**src/design/assert_macros.svh**
```systemverilog
// Assertion macros used by the core design file.
// MWC_ASSERT is disabled while arst_n is low; MWC_ASSERT_NR is checked at every edge.
`ifndef ASSERT_MACROS_SVH
`define ASSERT_MACROS_SVH
`ifndef SYNTHESIS
`define MWC_ASSERT(lbl, prop, msg) \
	lbl: assert property (@(posedge clk) disable iff (!arst_n) prop) else $error(msg);
`define MWC_ASSERT_NR(lbl, prop, msg) \
	lbl: assert property (@(posedge clk) prop) else $error(msg);
`else
`define MWC_ASSERT(lbl, prop, msg)
`define MWC_ASSERT_NR(lbl, prop, msg)
`endif
`endif

```
**src/design/mwc_pkg.sv**
```systemverilog
package mwc_pkg;

	localparam int MWC_MAX_LEN  = 4096;
	localparam int MWC_ALPHABET = 256;
	localparam int MWC_NEED_W   = $clog2(MWC_MAX_LEN + 1) + 1;

	// Codes of the func field of a request word.
	localparam logic [1:0] FUNC_START = 2'd0;
	localparam logic [1:0] FUNC_PAT   = 2'd1;
	localparam logic [1:0] FUNC_SUB   = 2'd2;
	localparam logic [1:0] FUNC_NONE  = 2'd3;

	// Codes of the status field of a response word.
	localparam logic STATUS_OK      = 1'b0;
	localparam logic STATUS_IGNORED = 1'b1;

	// Control of the need table port.
	typedef struct packed {
		logic rd_en;
		logic wr_en;
		logic clr;
	} ntbl_ctl_t;

endpackage

```
**src/design/mwc_need_tbl.sv**
```systemverilog
module mwc_need_tbl #(
	parameter int ALPHABET = mwc_pkg::MWC_ALPHABET,
	parameter int NEED_W   = mwc_pkg::MWC_NEED_W
) (
	input  logic                        clk,
	input  logic                        arst_n,
	input  mwc_pkg::ntbl_ctl_t          ctl,
	input  logic [$clog2(ALPHABET)-1:0] rd_addr,
	input  logic [$clog2(ALPHABET)-1:0] wr_addr,
	input  logic signed [NEED_W-1:0]    wr_data,
	output logic signed [NEED_W-1:0]    rd_data
);

	logic signed [NEED_W-1:0] mem [ALPHABET];
	logic [ALPHABET-1:0]      vld_q;
	logic                     rd_vld_s1;
	logic signed [NEED_W-1:0] mem_rd_s1;

	// An entry that has not been written since the last clear reads as zero.
	always_ff @(posedge clk or negedge arst_n) begin
		if (!arst_n) begin
			vld_q     <= '0;
			rd_vld_s1 <= 1'b0;
		end else begin
			if (ctl.clr) begin
				vld_q <= '0;
			end else if (ctl.wr_en) begin
				vld_q[wr_addr] <= 1'b1;
			end
			if (ctl.rd_en) begin
				rd_vld_s1 <= vld_q[rd_addr];
			end
		end
	end

	always_ff @(posedge clk) begin
		if (ctl.wr_en) begin
			mem[wr_addr] <= wr_data;
		end
		if (ctl.rd_en) begin
			mem_rd_s1 <= mem[rd_addr];
		end
	end

	assign rd_data = rd_vld_s1 ? mem_rd_s1 : '0;

endmodule

```
**config.mk**
```make
export PLATFORM = sky130hd
export DESIGN_NAME = mwc_need_tbl
export DESIGN_NICKNAME = d
export VERILOG_FILES = /design/src/design/assert_macros.svh /design/src/design/mwc_pkg.sv /design/src/design/mwc_need_tbl.sv
export SDC_FILE = /design/constraint.sdc
export NUM_CORES = 2
export LEC_CHECK = 0
export ABC_AREA = 1
export ABC_CLOCK_PERIOD_IN_PS = 1700
export BUFFER_PORTS_ARGS = -buffer_cell sky130_fd_sc_hd__buf_2
export CAP_MARGIN = 10
export CORE_MARGIN = 1
export CORE_UTILIZATION = 35
export CTS_CLUSTER_DIAMETER = 120
export CTS_CLUSTER_SIZE = 8
export DETAILED_ROUTE_END_ITERATION = 7
export PLACE_DENSITY = 0.52
export REMOVE_ABC_BUFFERS = 1
export SETUP_SLACK_MARGIN = 0.05
export SLEW_MARGIN = 20
export SYNTH_ARGS = -nofsm -noshare
export SYNTH_HDL_FRONTEND = slang
export SYNTH_SLANG_ARGS = --single-unit
```
**constraint.sdc**
```tcl
create_clock -name clk -period 1.7 [get_ports clk]
set_clock_uncertainty 0.05 [all_clocks]
set_input_delay 0 -clock clk [delete_from_list [all_inputs] [get_ports clk]]
set_output_delay 0 -clock clk [all_outputs]
set_load 0.03 [all_outputs]
```
==> PnR_summary.wiki <==
{| class="wikitable"
! Metric !! Value
|-
| Antenna violations before repair || 21
|-
| Mean number of vias per cell || between 5 and 6
|-
| Place WS || -1.412 ns
|-
| Nature of the critical path endpoint || output pin
|-
| Run status || complete, but fails checks
|-
| Transition time of the tightest slew-check pin || 1.065 ns
|-
| Endpoint of the worst-slack reg-to-reg timing path || mem_rd_s1[2]$_DFFE_PP_
|-
| Length of the first detailed-routing pass in iterations || 8
|-
| Post-detailed-routing wire length || 520700 microns
|-
| Vias in the first global route || 102700
|-
| RSZ-0062 raised after global routing || yes
|-
| Number of register bits inferred by synthesis || a little under 4000
|-
| Initial cell density of the core || 35.19%
|-
| Syn. warnings || 0
|-
| TritonCTS sink count || 3855
|-
| Final RePlAce weighted congestion || 0.8729
|-
| Met2 demand-to-capacity share in global routing || 36.36%
|-
| Non-filler cells, final || 20140
|-
| Relative slew margins || 28.78%
|-
| H-tree lvl count || 6
|-
| CP Class || reg -> out
|-
| Worst min-delay path startpoint || wr_addr[3]
|-
| Clock-pin slew on the worst setup and hold paths || 0.05 ns
|-
| Final #Nets || 13890
|-
| Worst-case vdd ir drop || 1.064 mV
|-
| Violations in the final reports || hold timing, setup timing
|-
| Global Route met3 Usage || 3.478%
|-
| Via count || 107500
|-
| TritonCTS clock tree || done
|-
| Min Tclk post-route || 2.165 ns
|-
| Sequential fraction of the synthesis area || 74.14%
|-
| Drt first-iter violations || approximately 12000
|-
| Worst R2R Setup Slack || -0.16 ns
|-
| Layout overhead on the synthesized area || 26.43%
|-
| PortBufs || 48
|-
| Cell taking the most area after synthesis || edfxtp_1
|-
| I/O pin count || ~50
|-
| Die Area || ~440000 sq um
|-
| Average wire per cell in the routed design || 25.86 microns
|-
| Number of different library cells in the post-synthesis netlist || 20
|-
| Data required time of the worst path || around 1.7 ns
|-
| Die Y || 666.2 microns
|-
| Worst setup margin || -0.4650 ns
|-
| Core region area || 438700 sq um
|-
| Leakage power of the design || 68.22 nW
|-
| Number of enable flip-flop cells after synthesis || 3598
|-
| Final setup viols || 28
|-
| Number of fill cells in the layout || 39690
|-
| Power Density || 1149 nW/um^2
|-
| Post-synthesis instance total || roughly 13000
|-
| Fmax || 461.9 MHz
|-
| Type of the worst min-delay path || in -> reg
|-
| Number of instances on the worst hold path || 9
|-
| Setup crit start kind || flop
|-
| Wire length of the first global-routing pass || 747700 microns
|-
| Total Routing Usage GR || 22.92%
|-
| Final clock period utilization by the worst path || 127.4%
|-
| Std-Cell Rows || approximately 240
|-
| WP data arrival || 2.11 ns
|-
| Clock tree root driver cell || clkbuf_16
|-
| TritonCTS Buffers || 552
|-
| Number of cells traversed by the worst register-to-register path || 10
|-
| Clock latency on the worst-skew pair || 1.05 ns
|-
| Accumulated negative setup slack || -7.417 ns
|-
| Worst hold path endpoint || mem[155][12]$_DFFE_PP_
|-
| Top cells by area, synth || edfxtp_1 (70%), nand3_1 (6.1%), nor2_1 (5.0%)
|-
| Worst-case hold slack || -0.04843 ns
|-
| Detailed-route DRC error count || 0
|-
| Maximum clock path buffer count || 4
|-
| Post-route cell area || 195200 sq um
|-
| Met1 layer usage reported by global route || 32.42%
|-
| Area of the mapped netlist || between 150000 and 200000 sq um
|-
| Top-area cell type share of the netlist area || between 60% and 70%
|-
| Share of flip-flops with an asynchronous set or reset || 6.667%
|-
| Share of final-layout standard cells stronger than drive strength 1 || between 10% and 20%
|-
| Final ANT Viol Nets || 0
|-
| Ranking of synthesized cells by instance count || edfxtp_1 (3598), nor2_1 (2045), nand2_1 (1973), nand3_1 (1879), o21ai_0 (1284)
|-
| Beginning of the worst register-to-register path || mem[62][2]$_DFFE_PP_
|-
| Cell with the most instances after synthesis || edfxtp_1
|-
| Gr ovfl total || 0
|-
| Area of placed instances || 173700 sq um
|-
| Maximum fanout encountered on the critical timing path || 5
|-
| Count of maximum capacitance violations || 0
|-
| Mapped Avg Cell Area || approximately 12 sq um
|-
| Pin count of the biggest net entering global routing || 75
|-
| Die Wd || ~670 microns
|-
| Placed insts || 19120
|-
| Count of endpoints failing hold in the final timing report || slightly above 90
|-
| Leading register cell type out of synthesis || edfxtp_1
|-
| Most Crowded Layer GR || met2
|-
| Number of slew-limit violations in the final report || 0
|-
| Dpl hpwl || ~330000 microns
|}
[kinds of logic after synthesis]
family,count (synthesis),synth area share (%)
DFF,3855,74.14
buffers and inverters,1053,3.104
AOI/OAI and AO/OA,1965,6.885
and+or+nand+nor,5900,15.87
[per-layer routing]
layer / routed length [microns] / part of all wire, %
met1: 222900 / 43
met2: 240700 / 46
met3: 39320 / 7.6
met4: 17820 / 3.4
met5: 63 / 0.012
[worst max-delay path, stage by stage, from the launching register on]
cell and delay, ns:
dfrtp_2 0.50, buf_12 0.19, nand2_2 0.13, inv_1 0.10, buf_4 0.16
[registers in the layout, indices dropped and copies added (netlist names)]
register,cells
mem,3584
mem_rd_s1,14
rd_vld_s1,1
vld_q,256
[repair_timing]
| action | in CTS | in global routing |
|---|---|---|
| endpoints found under the hold margin | 5916 | 110 |
| pin swaps | 143 | 224 |
| hold buffers | 61 | 1 |
| resized for setup | 630 | 648 |
| gates cloned | 1 | 1 |
| setup buffers | 4 | 9 |
| endpoints found under the setup margin | 29 | 489 |
[area by class of cell]
class	instances	area, sq um	area share (%)
Antenna cell	15	37.54	0.01923
Clock buffer	892	15370	7.872
Clock inverter	48	777.0	0.3980
Inverter	144	596.8	0.3057
Multi-Input combinational cell	7865	39490	20.23
Sequential cell	3855	114500	58.64
Tap cell	5880	7357	3.769
Timing Repair Buffer	1437	17110	8.763
[cell usage in the layout (no fill, tap or decap), drive strengths merged, types with 5 or more instances in the layout]
| master | n |
|---|---|
| o22ai | 616 |
| o21ba | 5 |
| clkbuf | 893 |
| a21oi | 56 |
| edfxtp | 3598 |
| diode | 15 |
| inv | 169 |
| clkinv | 22 |
| nor2 | 2045 |
| dlymetal6s4s | 6 |
| nand2 | 1973 |
| dfrtp | 257 |
| o21ai | 1288 |
| buf | 1387 |
| nand3 | 1879 |
| dlygate4sd3 | 43 |
[metrics by stage]
stage                     utilization (%)  total power, mW
after global routing                44.49            230.4
after floorplan                         -            112.0
after CTS                           44.04            225.1
after global placement              39.60            121.0
after detailed placement            39.60            121.0
final                               44.49            224.3
[power by group]
part	internal, mW	switching [mW]
clock	61.8	41.5
sequential	104	0.118
combinational	5.27	11.5
[worst max path at each step]
stage / from / end / slack [ns]
after floorplan: rd_addr[1] / mem_rd_s1[12]$_DFFE_PP_ / -10.61
after global placement: rd_addr[1] / mem_rd_s1[3]$_DFFE_PP_ / -1.42
after detailed placement: rd_addr[1] / mem_rd_s1[3]$_DFFE_PP_ / -1.41
after CTS: rd_vld_s1$_DFFE_PN0P_ / rd_data[10] / -0.53
after global routing: rd_vld_s1$_DFFE_PN0P_ / rd_data[3] / -0.48
final: rd_vld_s1$_DFFE_PN0P_ / rd_data[7] / -0.46
Power figures use the tool's default switching activity.
